===== config.mk =====
export PLATFORM = sky130hd
export DESIGN_NAME = sorted_expiry_timer_queue_core
export DESIGN_NICKNAME = d
export VERILOG_FILES = /design/src/design/setq_pkg.sv /design/src/design/setq_ram.sv /design/src/design/setq_datapath.sv /design/src/design/setq_ctrl.sv /design/src/design/sorted_expiry_timer_queue_core.sv
export SDC_FILE = /design/constraint.sdc
export NUM_CORES = 2
export LEC_CHECK = 0
export BUFFER_PORTS_ARGS = -buffer_cell sky130_fd_sc_hd__buf_2
export CAP_MARGIN = 20
export CORE_UTILIZATION = 49
export DETAILED_ROUTE_END_ITERATION = 8
export PLACE_DENSITY_LB_ADDON = 0.3
export SYNTH_ARGS = -nofsm -noshare
export SYNTH_HDL_FRONTEND = slang
export SYNTH_SLANG_ARGS = --single-unit

===== constraint.sdc =====
create_clock -name clk -period 10.4 [get_ports clk]
set_input_delay 2.6 -clock clk [delete_from_list [all_inputs] [get_ports clk]]
set_output_delay 2.6 -clock clk [all_outputs]
set_load 0.005 [all_outputs]

===== src/design/setq_pkg.sv =====
// setq_pkg: shared types and constants for the sorted expiry timer queue
// command and status structs between controller and datapath, kind codes,
// millisecond arithmetic constants; no dependencies
package setq_pkg;

  localparam logic [1:0] KIND_START = 2'd0;
  localparam logic [1:0] KIND_SET   = 2'd1;
  localparam logic [1:0] KIND_RESET = 2'd2;
  localparam logic [1:0] KIND_POLL  = 2'd3;

  localparam int         MS_PER_SEC  = 1000;
  // d div 1000 == (d * 67109) >> 26 for every 16-bit d
  localparam logic [16:0] RECIP_MUL  = 17'd67109;
  localparam int         RECIP_SHIFT = 26;
  localparam int         QUOT_W      = 7;

  localparam int MAX_RESULTS = 16;
  localparam int RES_CW      = $clog2(MAX_RESULTS);

  typedef struct packed {
    logic capture;    // latch input transaction, launch expiry read
    logic base_load;  // pick base time, take quotient
    logic calc_m;     // remainder plus base milliseconds
    logic calc_key;   // carry into seconds, write new expiry
    logic unlink;     // drop old queue entry of the addressed timer
    logic compare;    // compare new expiry against all slots
    logic insert;     // insert addressed timer into the queue
    logic start_wr;   // start: store current time as expiry
    logic pop;        // remove queue front
    logic load_out;   // load output register
    logic out_fired;
    logic out_last;
  } setq_cmd_t;

  typedef struct packed {
    logic [1:0] kind;
    logic       id_ok;
    logic       due;
    logic       out_free;
  } setq_stat_t;

endpackage


===== src/design/setq_ram.sv =====
// setq_ram: generic single-write, single-read RAM with registered read data
// no dependencies
module setq_ram #(
  parameter int WIDTH = 42,
  parameter int DEPTH = 16
) (
  input  logic                     clk,
  input  logic                     we,
  input  logic [$clog2(DEPTH)-1:0] waddr,
  input  logic [WIDTH-1:0]         wdata,
  input  logic [$clog2(DEPTH)-1:0] raddr,
  output logic [WIDTH-1:0]         rdata
);

  logic [WIDTH-1:0] mem [DEPTH];

  always_ff @(posedge clk) begin
    if (we) begin
      mem[waddr] <= wdata;
    end
    rdata <= mem[raddr];
  end

endmodule


===== src/design/setq_datapath.sv =====
// setq_datapath: expiry store, sorted slot queue, delay arithmetic, output register
// depends on setq_pkg and setq_ram
module setq_datapath
  import setq_pkg::*;
#(
  parameter int NUM_TIMERS   = 16,
  parameter int SECONDS_BITS = 32
) (
  input  logic        clk,
  input  logic        rst,
  input  setq_cmd_t   cmd,
  output setq_stat_t  stat,
  input  logic [1:0]  in_kind,
  input  logic [3:0]  in_id,
  input  logic [15:0] in_delay,
  input  logic [31:0] in_now_s,
  input  logic [9:0]  in_now_m,
  input  logic        out_ready,
  output logic        out_valid,
  output logic        out_fired,
  output logic [3:0]  out_id,
  output logic        out_hc,
  output logic        out_nv,
  output logic [31:0] out_ns,
  output logic [9:0]  out_nm,
  output logic        out_last
);

  localparam int IDW = $clog2(NUM_TIMERS);
  localparam int CW  = $clog2(NUM_TIMERS + 1);
  localparam int SB  = SECONDS_BITS;
  localparam int KW  = SB + 10;

  // captured transaction
  logic [1:0]    kind_r;
  logic [3:0]    id_r;
  logic [15:0]   d_eff_r;
  logic [SB-1:0] now_s_r;
  logic [9:0]    now_m_r;

  // arithmetic pipeline
  logic [32:0]       prod_r;
  logic [QUOT_W-1:0] q_r;
  logic [SB-1:0]     base_s_r;
  logic [9:0]        base_m_r;
  logic [10:0]       m_r;
  logic [SB-1:0]     sum_s_r;
  logic [KW-1:0]     new_key_r;
  logic              hc_r;
  logic [IDW-1:0]    pop_id_r;

  // queue
  logic [KW-1:0]         slot_key [NUM_TIMERS];
  logic [IDW-1:0]        slot_id  [NUM_TIMERS];
  logic [CW-1:0]         count;
  logic [NUM_TIMERS-1:0] active;
  logic [NUM_TIMERS-1:0] exp_valid;
  logic [NUM_TIMERS-1:0] lt_r;

  logic [SB+31:0]  now_ext;
  logic [IDW+3:0]  in_id_ext;
  logic [IDW+3:0]  id_ext;
  logic [IDW-1:0]  in_idx;
  logic [IDW-1:0]  id_idx;
  logic [15:0]     d_eff;

  logic [IDW-1:0] raddr;
  logic           ram_we;
  logic [KW-1:0]  ram_wdata;
  logic [KW-1:0]  ram_rdata;

  logic [16:0]   qk;
  logic [15:0]   rem;
  logic [1:0]    carry;
  logic [10:0]   ms_fix;
  logic [KW-1:0] key_calc;
  logic [KW-1:0] now_key;

  logic [KW-1:0]  key_up [NUM_TIMERS];
  logic [KW-1:0]  key_dn [NUM_TIMERS];
  logic [IDW-1:0] id_up  [NUM_TIMERS];
  logic [IDW-1:0] id_dn  [NUM_TIMERS];

  logic [NUM_TIMERS-1:0] rm_shift;
  logic [NUM_TIMERS-1:0] start_hit;
  logic [NUM_TIMERS-1:0] ins_at;
  logic [NUM_TIMERS-1:0] ins_dn;
  logic [NUM_TIMERS-1:0] ltm;

  logic [SB+31:0] head_s_ext;
  logic [IDW+3:0] pop_id_ext;
  logic           q_nonempty;

  assign now_ext    = {{SB{1'b0}}, in_now_s};
  assign in_id_ext  = {{IDW{1'b0}}, in_id};
  assign id_ext     = {{IDW{1'b0}}, id_r};
  assign in_idx     = in_id_ext[IDW-1:0];
  assign id_idx     = id_ext[IDW-1:0];
  assign d_eff      = (in_delay == 16'd0) ? 16'd1 : in_delay;
  assign now_key    = {now_s_r, now_m_r};
  assign q_nonempty = (count != '0);

  assign stat.kind     = kind_r;
  assign stat.id_ok    = ({3'b000, id_r} < 7'(NUM_TIMERS));
  assign stat.due      = q_nonempty && !(now_key < slot_key[0]);
  assign stat.out_free = !out_valid || out_ready;

  // expiry store, one entry per timer
  assign raddr     = cmd.capture ? in_idx : id_idx;
  assign ram_we    = cmd.start_wr || cmd.calc_key;
  assign ram_wdata = cmd.start_wr ? now_key : key_calc;

  setq_ram #(
    .WIDTH (KW),
    .DEPTH (NUM_TIMERS)
  ) u_exp_ram (
    .clk   (clk),
    .we    (ram_we),
    .waddr (id_idx),
    .wdata (ram_wdata),
    .raddr (raddr),
    .rdata (ram_rdata)
  );

  // remainder and carry of milliseconds
  always_comb begin
    qk  = 17'(q_r) * 17'(MS_PER_SEC);
    rem = d_eff_r - qk[15:0];
    if (m_r >= 11'(2 * MS_PER_SEC)) begin
      carry  = 2'd2;
      ms_fix = m_r - 11'(2 * MS_PER_SEC);
    end else if (m_r >= 11'(MS_PER_SEC)) begin
      carry  = 2'd1;
      ms_fix = m_r - 11'(MS_PER_SEC);
    end else begin
      carry  = 2'd0;
      ms_fix = m_r;
    end
    key_calc = {sum_s_r + SB'(carry), ms_fix[9:0]};
  end

  always_ff @(posedge clk) begin
    if (cmd.capture) begin
      kind_r  <= in_kind;
      id_r    <= in_id;
      d_eff_r <= d_eff;
      now_s_r <= now_ext[SB-1:0];
      now_m_r <= in_now_m;
      prod_r  <= 33'(d_eff) * 33'(RECIP_MUL);
    end
    if (cmd.base_load) begin
      q_r  <= prod_r[RECIP_SHIFT +: QUOT_W];
      hc_r <= 1'b0;
      if (kind_r == KIND_RESET) begin
        base_s_r <= exp_valid[id_idx] ? ram_rdata[KW-1:10] : '0;
        base_m_r <= exp_valid[id_idx] ? ram_rdata[9:0] : '0;
      end else begin
        base_s_r <= now_s_r;
        base_m_r <= now_m_r;
      end
    end
    if (cmd.calc_m) begin
      m_r     <= 11'(rem[9:0]) + 11'(base_m_r);
      sum_s_r <= base_s_r + SB'(q_r);
    end
    if (cmd.calc_key) begin
      new_key_r <= key_calc;
    end
    if (cmd.compare) begin
      for (int i = 0; i < NUM_TIMERS; i++) begin
        lt_r[i] <= (CW'(i) < count) && (new_key_r < slot_key[i]);
      end
    end
    if (cmd.insert) begin
      hc_r <= ltm[0];
    end
    if (cmd.pop) begin
      pop_id_r <= slot_id[0];
    end
  end

  // neighbor views for shifting the queue
  always_comb begin
    for (int i = 0; i < NUM_TIMERS - 1; i++) begin
      key_up[i] = slot_key[i+1];
      id_up[i]  = slot_id[i+1];
    end
    key_up[NUM_TIMERS-1] = slot_key[NUM_TIMERS-1];
    id_up[NUM_TIMERS-1]  = slot_id[NUM_TIMERS-1];
    key_dn[0] = slot_key[0];
    id_dn[0]  = slot_id[0];
    for (int i = 1; i < NUM_TIMERS; i++) begin
      key_dn[i] = slot_key[i-1];
      id_dn[i]  = slot_id[i-1];
    end
  end

  // slot masks: removal point, insertion point, start hits
  always_comb begin
    logic hit_seen;
    logic ins_seen;
    hit_seen = 1'b0;
    ins_seen = 1'b0;
    for (int i = 0; i < NUM_TIMERS; i++) begin
      start_hit[i] = (CW'(i) < count) && (slot_id[i] == id_idx);
      hit_seen     = hit_seen | start_hit[i];
      rm_shift[i]  = hit_seen;
      ltm[i]       = lt_r[i] | (CW'(i) == count);
      ins_dn[i]    = ins_seen;
      ins_at[i]    = ltm[i] & ~ins_seen;
      ins_seen     = ins_seen | ltm[i];
    end
  end

  always_ff @(posedge clk) begin
    for (int i = 0; i < NUM_TIMERS; i++) begin
      if (cmd.unlink && active[id_idx] && rm_shift[i]) begin
        slot_key[i] <= key_up[i];
        slot_id[i]  <= id_up[i];
      end
      if (cmd.pop) begin
        slot_key[i] <= key_up[i];
        slot_id[i]  <= id_up[i];
      end
      if (cmd.insert) begin
        if (ins_dn[i]) begin
          slot_key[i] <= key_dn[i];
          slot_id[i]  <= id_dn[i];
        end else if (ins_at[i]) begin
          slot_key[i] <= new_key_r;
          slot_id[i]  <= id_idx;
        end
      end
      // start keeps the queue position, only the stored expiry moves
      if (cmd.start_wr && start_hit[i]) begin
        slot_key[i] <= now_key;
      end
    end
  end

  always_ff @(posedge clk) begin
    if (rst) begin
      count     <= '0;
      active    <= '0;
      exp_valid <= '0;
    end else begin
      if (ram_we) begin
        exp_valid[id_idx] <= 1'b1;
      end
      if (cmd.unlink && active[id_idx]) begin
        count <= count - 1'b1;
      end
      if (cmd.pop) begin
        count             <= count - 1'b1;
        active[slot_id[0]] <= 1'b0;
      end
      if (cmd.insert) begin
        count          <= count + 1'b1;
        active[id_idx] <= 1'b1;
      end
    end
  end

  // output register
  assign head_s_ext = {32'd0, slot_key[0][KW-1:10]};
  assign pop_id_ext = {4'd0, pop_id_r};

  always_ff @(posedge clk) begin
    if (cmd.load_out) begin
      out_fired <= cmd.out_fired;
      out_id    <= cmd.out_fired ? pop_id_ext[3:0] : 4'd0;
      out_hc    <= cmd.out_fired ? 1'b0 : hc_r;
      out_nv    <= q_nonempty;
      out_ns    <= q_nonempty ? head_s_ext[31:0] : 32'd0;
      out_nm    <= q_nonempty ? slot_key[0][9:0] : 10'd0;
      out_last  <= cmd.out_last;
    end
  end

  always_ff @(posedge clk) begin
    if (rst) begin
      out_valid <= 1'b0;
    end else if (cmd.load_out) begin
      out_valid <= 1'b1;
    end else if (out_ready) begin
      out_valid <= 1'b0;
    end
  end

endmodule


===== src/design/setq_ctrl.sv =====
// setq_ctrl: command sequencer for the timer queue
// depends on setq_pkg; drives setq_datapath through setq_cmd_t
module setq_ctrl
  import setq_pkg::*;
(
  input  logic       clk,
  input  logic       rst,
  input  logic       in_valid,
  output logic       in_ready,
  input  setq_stat_t stat,
  output setq_cmd_t  cmd
);

  localparam logic [3:0] ST_IDLE   = 4'd0;
  localparam logic [3:0] ST_DECODE = 4'd1;
  localparam logic [3:0] ST_CALC1  = 4'd2;
  localparam logic [3:0] ST_CALC2  = 4'd3;
  localparam logic [3:0] ST_CMP    = 4'd4;
  localparam logic [3:0] ST_INSERT = 4'd5;
  localparam logic [3:0] ST_POLL   = 4'd6;
  localparam logic [3:0] ST_PEMIT  = 4'd7;
  localparam logic [3:0] ST_EMIT   = 4'd8;

  logic [3:0]        state;
  logic [3:0]        state_next;
  logic [RES_CW-1:0] cnt;
  logic [RES_CW-1:0] cnt_next;
  logic              more;

  assign in_ready = (state == ST_IDLE);
  // another fired result may follow only while due and under the per-poll cap
  assign more = stat.due && (cnt < RES_CW'(MAX_RESULTS - 1));

  always_comb begin
    state_next = state;
    cnt_next   = cnt;
    cmd        = '0;
    case (state)
      ST_IDLE: begin
        if (in_valid) begin
          cmd.capture = 1'b1;
          state_next  = ST_DECODE;
        end
      end
      ST_DECODE: begin
        cmd.base_load = 1'b1;
        cnt_next      = '0;
        if (stat.kind == KIND_POLL) begin
          state_next = ST_POLL;
        end else if (!stat.id_ok) begin
          state_next = ST_EMIT;
        end else if (stat.kind == KIND_START) begin
          cmd.start_wr = 1'b1;
          state_next   = ST_EMIT;
        end else begin
          state_next = ST_CALC1;
        end
      end
      ST_CALC1: begin
        cmd.calc_m = 1'b1;
        state_next = ST_CALC2;
      end
      ST_CALC2: begin
        cmd.calc_key = 1'b1;
        cmd.unlink   = 1'b1;
        state_next   = ST_CMP;
      end
      ST_CMP: begin
        cmd.compare = 1'b1;
        state_next  = ST_INSERT;
      end
      ST_INSERT: begin
        cmd.insert = 1'b1;
        state_next = ST_EMIT;
      end
      ST_POLL: begin
        if (stat.due) begin
          cmd.pop    = 1'b1;
          state_next = ST_PEMIT;
        end else begin
          state_next = ST_EMIT;
        end
      end
      ST_PEMIT: begin
        if (stat.out_free) begin
          cmd.load_out  = 1'b1;
          cmd.out_fired = 1'b1;
          cmd.out_last  = !more;
          cnt_next      = cnt + 1'b1;
          state_next    = more ? ST_POLL : ST_IDLE;
        end
      end
      ST_EMIT: begin
        if (stat.out_free) begin
          cmd.load_out = 1'b1;
          cmd.out_last = 1'b1;
          state_next   = ST_IDLE;
        end
      end
      default: begin
        state_next = ST_IDLE;
      end
    endcase
  end

  always_ff @(posedge clk) begin
    if (rst) begin
      state <= ST_IDLE;
      cnt   <= '0;
    end else begin
      state <= state_next;
      cnt   <= cnt_next;
    end
  end

endmodule


===== src/design/sorted_expiry_timer_queue_core.sv =====
// sorted_expiry_timer_queue_core: top level of the sorted one-shot timer queue
// depends on setq_pkg, setq_ctrl, setq_datapath (which holds setq_ram)
//
//   channel  dir  handshake          payload
//   s_*      in   s_tvalid/s_tready  s_tuser kind, s_tdata timer command and time
//   m_*      out  m_tvalid/m_tready  m_tuser fired_valid, m_tdata result, m_tlast
//
// one command is worked at a time; input is taken only when the sequencer idles
// start and ignored commands: accept, decode, then emit into the result register
// set and reset: decode, expiry arithmetic (calc1, calc2), slot compare, insert, then emit
// poll: decode, then a pop and a result load per due timer; if nothing is due, one empty result
// reset clears queue count, active marks and expiry valid bits
// a stalled result holds the sequencer; nothing is dropped
module sorted_expiry_timer_queue_core
  import setq_pkg::*;
#(
  parameter int NUM_TIMERS   = 16,
  parameter int SECONDS_BITS = 32
) (
  input  logic        clk,
  input  logic        rst,
  input  logic        s_tvalid,
  output logic        s_tready,
  // [3:0] timer_id, [19:4] delay_ms, [51:20] now_seconds, [61:52] now_millis
  input  logic [63:0] s_tdata,
  // [1:0] kind
  input  logic [1:0]  s_tuser,
  output logic        m_tvalid,
  input  logic        m_tready,
  // [3:0] fired_id, [4] head_changed, [5] next_valid, [37:6] next_seconds,
  // [47:38] next_millis
  output logic [47:0] m_tdata,
  // [0] fired_valid
  output logic        m_tuser,
  output logic        m_tlast
);

  setq_cmd_t  cmd;
  setq_stat_t stat;

  logic        out_fired;
  logic [3:0]  out_id;
  logic        out_hc;
  logic        out_nv;
  logic [31:0] out_ns;
  logic [9:0]  out_nm;

  setq_ctrl u_ctrl (
    .clk      (clk),
    .rst      (rst),
    .in_valid (s_tvalid),
    .in_ready (s_tready),
    .stat     (stat),
    .cmd      (cmd)
  );

  setq_datapath #(
    .NUM_TIMERS   (NUM_TIMERS),
    .SECONDS_BITS (SECONDS_BITS)
  ) u_dp (
    .clk       (clk),
    .rst       (rst),
    .cmd       (cmd),
    .stat      (stat),
    .in_kind   (s_tuser),
    .in_id     (s_tdata[3:0]),
    .in_delay  (s_tdata[19:4]),
    .in_now_s  (s_tdata[51:20]),
    .in_now_m  (s_tdata[61:52]),
    .out_ready (m_tready),
    .out_valid (m_tvalid),
    .out_fired (out_fired),
    .out_id    (out_id),
    .out_hc    (out_hc),
    .out_nv    (out_nv),
    .out_ns    (out_ns),
    .out_nm    (out_nm),
    .out_last  (m_tlast)
  );

  assign m_tdata = {out_nm, out_ns, out_nv, out_hc, out_id};
  assign m_tuser = out_fired;

  // result register is never overwritten while a transaction is pending
  a_no_overwrite: assert property (@(posedge clk) disable iff (rst)
    cmd.load_out |-> (!m_tvalid || m_tready))
    else $error("result overwritten while pending");

  // only one command in flight
  a_single_cmd: assert property (@(posedge clk) disable iff (rst)
    (s_tvalid && s_tready) |=> !s_tready)
    else $error("input taken while busy");

  // queue-changing commands never overlap
  a_queue_ops: assert property (@(posedge clk) disable iff (rst)
    $onehot0({cmd.insert, cmd.pop, cmd.unlink, cmd.start_wr}))
    else $error("overlapping queue operations");

  // a result without a fired timer always closes its command
  a_quiet_last: assert property (@(posedge clk) disable iff (rst)
    (cmd.load_out && !cmd.out_fired) |=> (m_tvalid && m_tlast && !m_tuser))
    else $error("non-fired result not marked last");

endmodule

Word level (Yosys, flattened, before mapping)
Memories as Yosys holds them, arrays and structs flattened. A register that Yosys moved wholly into a read port is not among the register bits. Cells that the tools add are included.

Logic and storage cells: 739. Input bits: 70. Bits in registers: 342. RAM bits: 1408. Output and inout port bits: 52. Memories: 3.

Reduce and logical (&&, ||, !) cells: 85. $add $sub $neg: 9. Multiply operators: 2. Magnitude comparators: 40. Multiplexer cells: 339. Equal/unequal tests: 44. Bitwise operators: 189.

Memory list: u_dp.slot_key (words 16, width 42, rd ports 16, clocked after Yosys merged registers in 0, wr ports 16, line setq_datapath.sv:53) `logic [KW-1:0] slot_key [NUM_TIMERS];`; u_dp.u_exp_ram.mem (words 16, width 42, rd ports 1, clocked after Yosys merged registers in 1, wr ports 1, line setq_ram.sv:15) `logic [WIDTH-1:0] mem [DEPTH];`; u_dp.slot_id (words 16, width 4, rd ports 16, clocked after Yosys merged registers in 0, wr ports 16, line setq_datapath.sv:54) `logic [IDW-1:0] slot_id [NUM_TIMERS];`.

Operator list (count): 2-to-1 mux 42 bit (64); < comparator 42 bit (17); 2-to-1 mux 4 bit (55); 2-to-1 mux 1 bit (195); bitwise OR 1 bit (155); logical AND 1 bit (69); == test 4 bit (16); 2-to-1 mux 16 bit (4); 2-to-1 mux 32 bit (2); == test 4 x 5 -> 1 bit, first input constant (8); < comparator 4 x 5 -> 1 bit, first input constant (8); 2-to-1 mux 10 bit (4); case mux 4 bit (9 select lines) (1); multiplier 16 x 17 -> 33 bit, second input constant (1); adder 32 x 2 -> 32 bit (1); adder 32 x 7 -> 32 bit (1); bitwise OR 16 bit (2); == test 3 x 5 -> 1 bit, first input constant (4); < comparator 3 x 5 -> 1 bit, first input constant (4); subtractor 10 bit, second input constant (2); AND 16 bit (1); == test 4 x 3 -> 1 bit, second input constant (4); logical NOT 16 bit (1); inverter 16 bit (1); 39 further kinds (88).

Longest topological paths before layout
An unclocked memory read counts as a cell.

Depth in word-level cells: 25. Gate-level depth with buffers: 26. Depth with buffers taken out: 26.

Hierarchy
From an unflattened synthesis, not the netlist that was laid out.

Cell total of the unflattened synthesis: 9657. Area total of the unflattened synthesis: 104240.0 µm².

By module, submodules not included: setq_datapath (instances 1, seq. area each 30929.7 µm², area each 77543.1 µm², cells an instance 8479); setq_ram (instances 1, seq. area each 21020.2 µm², area each 26058.7 µm², cells an instance 1092); setq_ctrl (instances 1, seq. area each 160.2 µm², area each 623.1 µm², cells an instance 84); sorted_expiry_timer_queue_core (instances 1, seq. area each 0.0 µm², area each 15.0 µm², cells an instance 2).

Worst setup path after synthesis
No wires, ideal clock.

Path kind: input-to-reg. From: input port s_tdata[18]. To: register u_dp.prod_r[31] (data pin). Setup slack: 2340 ps. Buffers on the path: 1. Data required time: 10141 ps. Stages on the path: 24. Arrival: 7801 ps. Library setup time: 259 ps. Cells stage by stage: inv_1 -> ha_1 -> nand4_1 -> nor3_1 -> nand4_1 -> clkbuf_1 -> and2_1 -> ha_1 -> inv_1 -> fa_1 -> fa_1 -> inv_1 -> fa_1 -> fa_1 -> ha_1 -> ha_1 -> a21o_1 -> a21o_1 -> a2111oi_0 -> o31ai_1 -> o21ai_0 -> a21oi_1 -> a21oi_1 -> xnor2_1.

Cells in the longest elaborated chain, start to end: 3.

Ends and longest elaborated chain: start: declaration (line sorted_expiry_timer_queue_core.sv:25) `input logic [63:0] s_tdata,`; logical NOT 16 bit (line setq_datapath.sv:99) `assign d_eff = (in_delay == 16'd0) ? 16'd1 : in_delay;`; 2-to-1 mux 16 bit (*) (line setq_datapath.sv:99); multiplier 16 x 17 -> 33 bit (*) (line setq_datapath.sv:149) `prod_r <= 33'(d_eff) * 33'(RECIP_MUL);`; end signal: assignment (line setq_datapath.sv:149); end: declaration (line setq_datapath.sv:42) `logic [32:0] prod_r;`.

Mark *: on every way between the ends. The rest lies on a longest branch, timed or not. A chain may end at the register's enable or synchronous reset.

Worst setup path after layout
Same ends and word-level chain as after synthesis.

==> metrics.md <==
| Metric | Value |
|---|---|
| IO buf count | `119` |
| Startpoint types | `primary input` |
| Starting Density | `0.495` |
| Crit. path cell count | `25` |
| Distinct cells, synth | `86` |
| Worst reg-to-reg setup slack | `4.44 ns` |
| DRC | `0` |
| Pre-antenna DRT Iters | `9` |
| Multi-input gate area | `0.0478 mm2` |
| Post-Syn Area per Cell | `9.77 um2` |
| Post-Route WL | `320000 um` |
| GRT Total Usage | `0.289` |
| Leakage | `45.9 nW` |
| Largest net degree at the start of global routing | `175` |
| Register Area | `0.0521 mm2` |
| Vias per cell | `6.22` |
| Die H | `466 um` |
| Cell area after synthesis | `0.105 mm2` |
| Max-cap viol count | `0` |
| Worst-case reg-to-reg path depth | `14` |
| Peak VDD IR | `0.190 mV` |
| Clock Path Buffers | `3` |
| Die area | `0.217 mm2` |
| Cell Area, Placed | `0.109 mm2` |
| Final Critical Period | `8.49 ns` |
| Worst hold path depth | `0` |
| Post-route setup TNS | `0 ns` |
| CP max FO | `8` |
| CP max stage cell | `fa_1` |
| Global routing usage on met1 | `0.395` |
| Worst path required time | `10.99 ns` |
| Yosys warns | `0` |
| Crit Reg-Reg Endpoint | `u_dp.slot_key[14][4]` |
| I/O pin count | `122` |
| Fill cells | `18400` |
| Layout area overhead | `9.58%` |
| Root buf cell | `clkbuf_16` |
| Register bit total from synthesis | `1766` |
| Post-DRT Antenna Nets | `0` |
| Worst Hold Path EP | `u_dp.q_r[2]` |
| Routed len/inst | `23.6 um` |
| HP Start | `u_dp.prod_r[28]` |
| CP delay by family, top | `adder cells` |
| # setup viols final | `0` |
| CP endpoint kind | `flop` |
| Max Clk Rate | `0.118 GHz` |
| Synth Flop Type | `edfxtp_1` |
| Number of synthesized flops with an enable pin | `1674` |
| CTS buffer count | `192` |
| Post-placement cell count | `13200` |
| Number of antenna violations at the first check in global routing | `16` |
| Critical path buffers and inverters | `5` |
| Min-Delay Path Class | `reg2reg` |
| # Post-CTS Setup Buffers | `0` |
| Worst reg2reg startpoint | `u_dp.now_s_r[7]` |
| Met2 Usage GRT | `0.464` |
| Rows | `169` |
| Clk slew on worst S/H paths | `0.06 ns` |
| Global-route wire length before repair | `489000 um` |
| Measured slew at the worst slew-check pin | `1.21 ns` |
| Net count after synthesis | `11800` |
| Fin. Hold Viols | `0` |
| Fin crit share | `0.816` |
| Share of layout cells above drive strength 1 | `0.0761` |
| Seq/Total Area, Yosys | `0.494` |
| Status | `finished, final reports clean` |
| Hold WS | `0.416 ns` |
| Post-CTS sizing | `0` |
| Layout Skew | `0.0952 ns` |
| Post-Syn Instances | `10800` |
| Final Net Count | `11600` |
| Max-slew headroom | `0.188` |
| Final Instance Area | `0.116 mm2` |
| Die W | `466 um` |
| Critical Setup Path Class | `in2reg` |
| H-tree levels | `4` |
| CTS Hold Bufs | `0` |
| Pwr Total | `18.1 mW` |
| Final HPWL DP | `220000 um` |
| Iteration-0 DRC Markers | `9770` |
| Top cells by area, synth | `edfxtp_1, ha_1, nand2_1, a21oi_1, o21ai_0` |
| CTS tree | `built` |
| GR Util met3 | `0.0504` |
| RSZ-0062 raised after global routing | `false` |
| Total congestion overflow | `0` |
| Critical Path AT | `9.08 ns` |
| Post-synthesis async set-or-reset flop share | `0` |
| Crit-path max cell delay | `0.56 ns` |
| Clk Latency, worst-skew pair | `0.88 ns` |
| Busiest grt layer | `met2` |
| GPL Wtd Cong | `0.926` |
| PD cells | `156 mW/mm2` |
| Post-synth top area cell | `edfxtp_1` |
| Post-Layout Cell Count | `13600` |
| Sink Count | `1766` |
| Via count | `84500` |
| Via count of the first global-routing pass | `81700` |
| Slew Viols, Final | `0` |
| Core area | `0.213 mm2` |
| Area share of the largest cell type after synthesis | `0.477` |
worst max path at each step:
stage / slack [ns] / endpoint / start
6_report: 1.91 / u_dp.prod_r[31] / s_tdata[18]
5_1_grt: 1.42 / u_dp.prod_r[31] / s_tdata[18]
4_1_cts: 1.81 / u_dp.prod_r[31] / s_tdata[18]
3_5_place_dp: 0.92 / u_dp.prod_r[31] / s_tdata[18]
3_3_place_gp: 0.85 / u_dp.prod_r[31] / s_tdata[12]
2_1_floorplan: 2.34 / u_dp.prod_r[31] / s_tdata[18]
worst reg2reg max path, cell delays in order, from the launching register on:
cell and delay [ns]:
edfxtp_1 0.36, buf_4 0.25, ha_1 0.41, and4_1 0.23, nand2_1 0.06, nor3_1 0.48, o311ai_1 0.46, a31oi_2 0.99
o211ai_1 0.17, buf_4 0.33, inv_2 0.09, buf_4 0.57, nor2_1 0.37, nand2_2 0.12, buf_4 0.59
state kept, by name, indices dropped and copies added, names as in the netlist, 32 cells and up:
register and cells:
u_dp.sum_s_r 32, u_dp.slot_id 64, u_dp.new_key_r 42, u_dp.out_ns 32, u_dp.now_s_r 32, u_dp.base_s_r 32
u_dp.slot_key 672, u_dp.u_exp_ram.mem 672, u_dp.u_exp_ram.rdata 42
cell usage in the layout, fill, tap and decap left out, drive strengths merged, types with 35 or more instances in the layout:
cell    count
edfxtp   1674
nand2    1599
ha        879
a21oi     821
o21ai     811
inv       806
nor2      708
nand3     497
buf       351
clkbuf    266
a21o      226
o211ai    201
mux2i     164
nor3      153
nand4     136
o22ai     111
a31oi     107
xnor2     103
a311oi     93
dfxtp      92
a22oi      88
a211oi     88
and3       74
clkinv     66
xor2       52
nor2b      49
fa         44
a222oi     42
nand2b     41
o221ai     37
and2       36
o311ai     35
power breakdown:
part,internal (mW),switching [mW]
clock,4.05,2.99
sequential,8.07,0.146
combinational,0.900,1.90
cell families after synthesis:
logic type                 share of synthesized area
and+or+nand+nor                                0.141
AOI/OAI and AO/OA                              0.163
DFF                                            0.494
buffers and inverters                         0.0566
adders and majority gates                      0.113
muxes                                         0.0195
xor gates and xnor gates                      0.0129
cells in the mapped netlist (all sizes together) (42+ instances only):
| master | number |
|---|---|
| edfxtp | 1674 |
| nand2 | 1599 |
| ha | 879 |
| a21oi | 821 |
| o21ai | 811 |
| inv | 800 |
| nor2 | 708 |
| clkbuf | 651 |
| nand3 | 497 |
| a21o | 226 |
| o211ai | 201 |
| mux2i | 164 |
| nor3 | 153 |
| nand4 | 136 |
| buf | 112 |
| o22ai | 111 |
| a31oi | 107 |
| xnor2 | 103 |
| a311oi | 93 |
| dfxtp | 92 |
| a211oi | 88 |
| a22oi | 88 |
| and3 | 74 |
| xor2 | 52 |
| nor2b | 49 |
| fa | 44 |
| a222oi | 42 |
cell type report:
cell class | instances | area share
Clock inverter | 94 | 0.00958
Antenna cell | 11 | 0.000238
Inverter | 802 | 0.0262
Sequential cell | 1766 | 0.451
Multi-Input combinational cell | 7459 | 0.414
Tap cell | 2821 | 0.0305
Clock buffer | 265 | 0.0458
Timing Repair Buffer | 353 | 0.0225
per-layer routing:
layer  share of wire  wire length, um
met1            0.41           132000
met2            0.47           149000
met3           0.092            29500
met4           0.031             9900
met5        0.000041               13
per-stage QoR:
stage / worst slack, ns / utilization
after global routing: 1.42 / 0.543
after CTS: 1.81 / 0.541
after detailed placement: 0.921 / 0.511
final: 1.91 / 0.543
after floorplan: 2.34 / -
after global placement: 0.854 / 0.511
Note: power is estimated with default switching activity, not from simulation.
